--- config.mk ---
export PLATFORM = sky130hd
export DESIGN_NAME = stuffed_frame_deframer_crc8
export DESIGN_NICKNAME = d
export VERILOG_FILES = /design/src/rtl/sfd_pkg.sv /design/src/rtl/sfd_core.sv /design/src/rtl/sfd_out_buf.sv /design/src/rtl/stuffed_frame_deframer_crc8.sv
export SDC_FILE = /design/constraint.sdc
export NUM_CORES = 1
export LEC_CHECK = 0
export BUFFER_PORTS_ARGS = -buffer_cell sky130_fd_sc_hd__clkbuf_2
export CAP_MARGIN = 20
export CORE_MARGIN = 2
export CORE_UTILIZATION = 53
export CTS_CLUSTER_SIZE = 10
export DETAILED_ROUTE_END_ITERATION = 12
export PLACE_DENSITY_LB_ADDON = 0.3
export SETUP_SLACK_MARGIN = 0.1
export SLEW_MARGIN = 20
export SYNTH_ARGS = -nofsm -noshare
export SYNTH_HDL_FRONTEND = slang
export SYNTH_SLANG_ARGS = --single-unit
export TNS_END_PERCENT = 50
--- constraint.sdc ---
create_clock -name clk -period 4.55 [get_ports clk]
set_clock_uncertainty 0.15 [all_clocks]
set_input_delay 0.455 -clock clk [delete_from_list [all_inputs] [get_ports clk]]
set_output_delay 0.455 -clock clk [all_outputs]
set_load 0.02 [all_outputs]
--- src/rtl/sfd_pkg.sv ---
package sfd_pkg;

  localparam logic [7:0] START_BYTE_RESET = 8'h1A;
  localparam logic [7:0] CRC_INIT         = 8'hFF;
  localparam logic [7:0] CRC_POLY         = 8'h31;

  typedef enum logic [1:0] {
    EV_START  = 2'd0,
    EV_DATA   = 2'd1,
    EV_GOOD   = 2'd2,
    EV_CRCERR = 2'd3
  } event_t;

  typedef struct packed {
    event_t     ev;
    logic [7:0] value;
    logic [7:0] index;
    logic       aborted;
  } sfd_res_t;

  // One byte of CRC-8, MSB first, no reflection.
  function automatic logic [7:0] crc8_step(logic [7:0] crc, logic [7:0] b);
    logic [7:0] c;
    c = crc ^ b;
    for (int i = 0; i < 8; i++) begin
      if (c[7]) begin
        c = {c[6:0], 1'b0} ^ CRC_POLY;
      end else begin
        c = {c[6:0], 1'b0};
      end
    end
    return c;
  endfunction

endpackage

--- src/rtl/sfd_core.sv ---
module sfd_core (
  input  logic             clk,
  input  logic             rst,
  input  logic             cfg_we,
  input  logic [7:0]       cfg_wdata,
  input  logic             in_valid,
  input  logic [7:0]       in_byte,
  output logic             res_valid,
  output sfd_pkg::sfd_res_t res
);
  import sfd_pkg::*;

  logic [7:0] start_byte;
  logic       escape_pending, escape_pending_next;
  logic       in_frame, in_frame_next;
  logic [8:0] frame_position, frame_position_next;
  logic [7:0] payload_length, payload_length_next;
  logic [7:0] running_crc, running_crc_next;

  logic       process;
  logic       opens;
  logic       frame_eff;
  logic [8:0] pos_eff;
  logic [7:0] crc_eff;
  logic [8:0] data_idx;
  logic       advance;

  always_comb begin
    escape_pending_next = escape_pending;
    in_frame_next       = in_frame;
    frame_position_next = frame_position;
    payload_length_next = payload_length;
    running_crc_next    = running_crc;
    res_valid           = 1'b0;
    res                 = '0;
    process             = 1'b0;
    opens               = 1'b0;
    advance             = 1'b0;

    // An escaped byte either is a literal start byte or opens a new frame.
    if (escape_pending) begin
      process = 1'b1;
      opens   = (in_byte != start_byte);
    end else if (in_byte != start_byte) begin
      process = 1'b1;
    end

    frame_eff = in_frame | opens;
    pos_eff   = opens ? 9'd0 : frame_position;
    crc_eff   = opens ? CRC_INIT : running_crc;
    data_idx  = pos_eff - 9'd1;

    if (in_valid) begin
      escape_pending_next = !escape_pending && (in_byte == start_byte);
      if (process && frame_eff) begin
        in_frame_next       = 1'b1;
        frame_position_next = pos_eff;
        running_crc_next    = crc_eff;
        res_valid           = 1'b1;
        if (pos_eff == 9'd0) begin
          payload_length_next = (in_byte > start_byte) ? in_byte - 8'd1 : in_byte;
          res.ev      = EV_START;
          res.value   = payload_length_next;
          res.aborted = opens & in_frame;
          advance     = 1'b1;
        end else if (data_idx < {1'b0, payload_length}) begin
          res.ev    = EV_DATA;
          res.value = in_byte;
          res.index = data_idx[7:0];
          advance   = 1'b1;
        end else if (data_idx == {1'b0, payload_length} && crc_eff == in_byte) begin
          res.ev        = EV_GOOD;
          in_frame_next = 1'b0;
          advance       = 1'b1;
        end else begin
          res.ev        = EV_CRCERR;
          in_frame_next = 1'b0;
        end
        if (advance) begin
          frame_position_next = pos_eff + 9'd1;
          running_crc_next    = crc8_step(crc_eff, in_byte);
        end
      end
    end
  end

  always_ff @(posedge clk) begin
    if (rst) begin
      start_byte     <= START_BYTE_RESET;
      escape_pending <= 1'b0;
      in_frame       <= 1'b0;
      frame_position <= '0;
      payload_length <= '0;
      running_crc    <= CRC_INIT;
    end else begin
      if (cfg_we) begin
        start_byte <= cfg_wdata;
      end
      escape_pending <= escape_pending_next;
      in_frame       <= in_frame_next;
      frame_position <= frame_position_next;
      payload_length <= payload_length_next;
      running_crc    <= running_crc_next;
    end
  end

endmodule

--- src/rtl/sfd_out_buf.sv ---
module sfd_out_buf (
  input  logic              clk,
  input  logic              rst,
  input  logic              push,
  input  sfd_pkg::sfd_res_t push_data,
  output logic              in_ready,
  output logic              out_valid,
  input  logic              out_ready,
  output sfd_pkg::sfd_res_t out_data
);
  import sfd_pkg::*;

  logic     skid_valid;
  sfd_res_t skid_data;

  assign in_ready = !skid_valid;

  // The skid stage catches a word that arrives while the output is stalled.
  always_ff @(posedge clk) begin
    if (rst) begin
      out_valid  <= 1'b0;
      skid_valid <= 1'b0;
    end else if (!out_valid || out_ready) begin
      if (skid_valid) begin
        out_data   <= skid_data;
        out_valid  <= 1'b1;
        skid_valid <= 1'b0;
      end else begin
        out_data  <= push_data;
        out_valid <= push;
      end
    end else if (push) begin
      skid_data  <= push_data;
      skid_valid <= 1'b1;
    end
  end

endmodule

--- src/rtl/stuffed_frame_deframer_crc8.sv ---
// Byte-stuffed frame receiver with CRC-8 check. Each raw link byte on the
// slave stream is unstuffed and tracked through the frame combinationally,
// so one byte is taken every clock. The only limit is the registered output
// with its one-word skid stage: a result that arrives while the master side
// stalls with a word waiting goes to the skid stage, and s_tready stays low
// up to and including the edge at which the master side takes the waiting
// word. A byte yields at most one result word: frame start (with payload
// length and an abort flag), data byte with its index, frame good, or CRC
// error. Escape and lone start bytes give no word. The start byte is set
// through cfg_we/cfg_wdata by the user only while idle, unchecked by the block.
module stuffed_frame_deframer_crc8 (
  input  logic        clk,
  input  logic        rst,
  input  logic        cfg_we,
  input  logic [7:0]  cfg_wdata,
  input  logic        s_tvalid,
  output logic        s_tready,
  input  logic [7:0]  s_tdata,   // [7:0] byte_in
  output logic        m_tvalid,
  input  logic        m_tready,
  output logic [23:0] m_tdata,   // [7:0] value, [15:8] index, [16] aborted_previous
  output logic [1:0]  m_tuser    // [1:0] event_res
);
  import sfd_pkg::*;

  logic     in_accept;
  logic     res_valid;
  sfd_res_t res;
  sfd_res_t out_data;

  assign in_accept = s_tvalid & s_tready;

  sfd_core u_core (
    .clk       (clk),
    .rst       (rst),
    .cfg_we    (cfg_we),
    .cfg_wdata (cfg_wdata),
    .in_valid  (in_accept),
    .in_byte   (s_tdata),
    .res_valid (res_valid),
    .res       (res)
  );

  sfd_out_buf u_out_buf (
    .clk       (clk),
    .rst       (rst),
    .push      (res_valid),
    .push_data (res),
    .in_ready  (s_tready),
    .out_valid (m_tvalid),
    .out_ready (m_tready),
    .out_data  (out_data)
  );

  assign m_tdata = {7'd0, out_data.aborted, out_data.index, out_data.value};
  assign m_tuser = out_data.ev;

  a_reset_clears_out: assert property (@(posedge clk) rst |=> !m_tvalid)
    else $error("output word valid right after reset");

  a_stall_needs_word: assert property (@(posedge clk) disable iff (rst)
    !s_tready |-> m_tvalid)
    else $error("input stalled with no output word waiting");

  a_close_no_payload: assert property (@(posedge clk) disable iff (rst)
    (m_tvalid && (m_tuser == EV_GOOD || m_tuser == EV_CRCERR)) |-> (m_tdata == 24'd0))
    else $error("frame close word carries payload");

  a_abort_only_start: assert property (@(posedge clk) disable iff (rst)
    (m_tvalid && m_tuser != EV_START) |-> !m_tdata[16])
    else $error("abort flag on a word that is not a frame start");

endmodule
==> metrics.cfg <==
[cts]
cts_setup_buffers = 0
clk_latency_ns = 0.36
cts_hold_buffers = 0
cts_buffers = 9
cts.clk_slew.worst_paths_ns = 0.08
cts_tree = done
clock_sinks = 75
clockRootBuffer = clkbuf_8
ctsResizeCount = 0
htreeDepth = 3
clockBufferDepth = 2

[route]
route.detailed.drc = 0
postRouteAntennaNets = 0
vias = 3487
vias_per_cell = 5.79
drt_wl_total_mm = 9.51
first_iter_violations = 243
wl_per_cell_um = 15.8
firstDrtPassIters = 5

[logic_synthesis]
ys_seq_area_share_pct = 44.7
ys_ff_latch = 75
synth-edff-count = 38
synth_top_area_share_pct = 27.1
synth.top_cells.by_count = nand2_1, edfxtp_1, dfxtp_1, nor2_1, inv_1
yosysUniqueCellTypes = 54
synth_top_area_cell = edfxtp_1
async_flop_share_pct = 0
synthFlopType = edfxtp_1
synth_area_leaders = edfxtp_1, dfxtp_1, ha_1, nand2_1, xnor2_1
synthesis.instances = 450
syn_area_um2 = 4210
synth.most_common_cell = nand2_1
yosys_warnings = 0
synth.avg_cell_area_um2 = 9.35

[grt]
grt_antenna_before_repair = 0
grt_max_degree = 35
grt_pass1_vias = 3277
track_usage_pct = 23.1
grt_pass1_wl_mm = 15.6
overflow = 0

[setup_path]
cp.required_ns = 4.68
worst-path-buf-inv = 1
cp.arrival_ns = 4.26
critical_path_class = reg2reg
crit_fanout = 9
end_kind = register
cpPeakStageDelay_ns = 0.50
startpoint_type = register
cp_slowest_cell = or4_1
r2r_setup_slack_ns = 0.42
cp_top_family = simple AND/OR/NAND/NOR gates
path_cells = inv_1, ha_1, nand4_1, o21ai_2, nand2_1, ha_1, nor3b_1, o21ai_1, ha_1, nand4_1, nor3_2, nand4_1, or4_1, a31o_1, or4_1, a21oi_1

[layout]
drive_gt1_share_pct = 19.2
multi_input_area_um2 = 2120
syn2layout_area_growth_pct = 13.9
layout.nets = 535
seq_area_um2 = 1880
diodes = 0
fillers = 690

[pwr]
leakagePower_nw = 1.95
ir_worst_vdd_mv = 0.192
powerDensity_nw_per_um2 = 296

[sta]
fmax_ghz = 0.242
relSlewSlack_pct = 41.1
finalCritPeriodShare_pct = 90.7
grt_setup_unrepaired = false
setup_viol = 0
worst_pin_slew_ns = 0.883
hold_viol = 0
maxSlewViolCount = 0
period_needed_ns = 4.13
tns_ns = 0
fin_ws_ns = 0.423

[floorplanning]
fp.dieH_um = 93.1
start_util_pct = 54.5
core_area_um2 = 7730
fp-row-count = 32
ios = 49
die_x_um = 93.1
die_area_um2 = 8670

[placement]
dp_slack_ns = 0.0884
port-buffer-count = 41
dp.final_hpwl_mm = 6.91
gp_congestion = 0.930

[outcome]
outcome = finished clean

[min_path]
hold_path.class = in2reg

[run]
drv_cap = 0

## worst min-delay path, delay by kind of cell
family | cells | cell delay [ns]
simple gates | 1 | 0.04
buf+inv | 1 | 0.07
compound gates | 1 | 0.06
## final timing paths
path | from | endpoint | cells after the start
worst max register to register | u_core.start_byte[2] | u_core.frame_position[5] | 16
worst max-delay path | u_core.start_byte[2] | u_core.frame_position[5] | 16
worst min register to register | u_core.payload_length[1] | u_core.payload_length[1] | 2
worst min-delay path | cfg_wdata[3] | u_core.start_byte[3] | 3
## state kept, by name, indices dropped and copies added (netlist names)
signal	cells
u_out_buf.skid_valid	1
u_core.running_crc	8
u_core.escape_pending	1
u_core.in_frame	1
u_out_buf.out_valid	1
u_core.payload_length	8
u_out_buf.out_data	19
u_out_buf.skid_data	19
u_core.start_byte	8
u_core.frame_position	9
## per-layer routing
metal	part of all wire, %	up-vias	routed length (um)	GRT usage (%)
met2	46	145	4360	37.3
met3	6.5	28	621	3.79
li1	-	1683	-	-
met5	0	-	0	0
met4	2.8	0	264	10.0
met1	45	1631	4270	30.9
## power by group
group	switching (mW)	internal, mW	leakage [nW]	total, mW
logic	0.0842	0.0539	1.21	0.138
registers	0.00365	0.716	0.634	0.719
clock network	0.254	0.307	0.106	0.561
## cell type report
cell class	count	share of cell area [%]
tap	102	2.66
timing repair buffer	60	7.26
clock buffer	9	2.58
clock inverter	7	1.91
multi-input combinational	323	44.3
sequential	75	39.3
inverter	26	2.04
## metrics by stage
stage          hold WS [ns]  utilization [%]  instances  total power [mW]  area (um^2)
3_5_place_dp          0.298             59.2        586             0.871         4570
6_report              0.163             62.0        602              1.42         4790
4_1_cts               0.152             61.9        602              1.43         4790
3_3_place_gp          0.296             59.2        586             0.868         4570
5_1_grt               0.161             62.0        602              1.47         4790
2_1_floorplan         0.286                -        456             0.833         4240
## placed cells by master (no fill, tap or decap), drive strengths merged, types with 5 or more instances in the layout
cell    synthesis  layout
ha             19      19
or2             5       5
mux2i           6       6
and2            5       5
nand3          12      12
a211oi          7       7
conb            1       7
dfxtp          37      37
o21ai          17      17
nor3           10      10
a21oi          24      24
edfxtp         38      38
clkbuf         21      50
nand4           9       9
nand2          49      49
nor2           35      35
xor2           13      13
inv            25      26
o32a            8       8
xnor2          19      19
a21o           14      14
nor4            6       6
o211ai          7       7
mux2            6       6
buf            11      19
## kinds of logic after synthesis
logic type | Yosys count | synth area share (%)
fa+ha+maj | 19 | 5.65
simple gates | 152 | 17.3
flops | 75 | 44.7
mux | 12 | 3.03
xor+xnor | 32 | 6.66
buf+inv | 58 | 5.89
compound gates | 101 | 16.6
other cells | 1 | 0.0891
No activity file was read; power rests on OpenSTA's default activity.
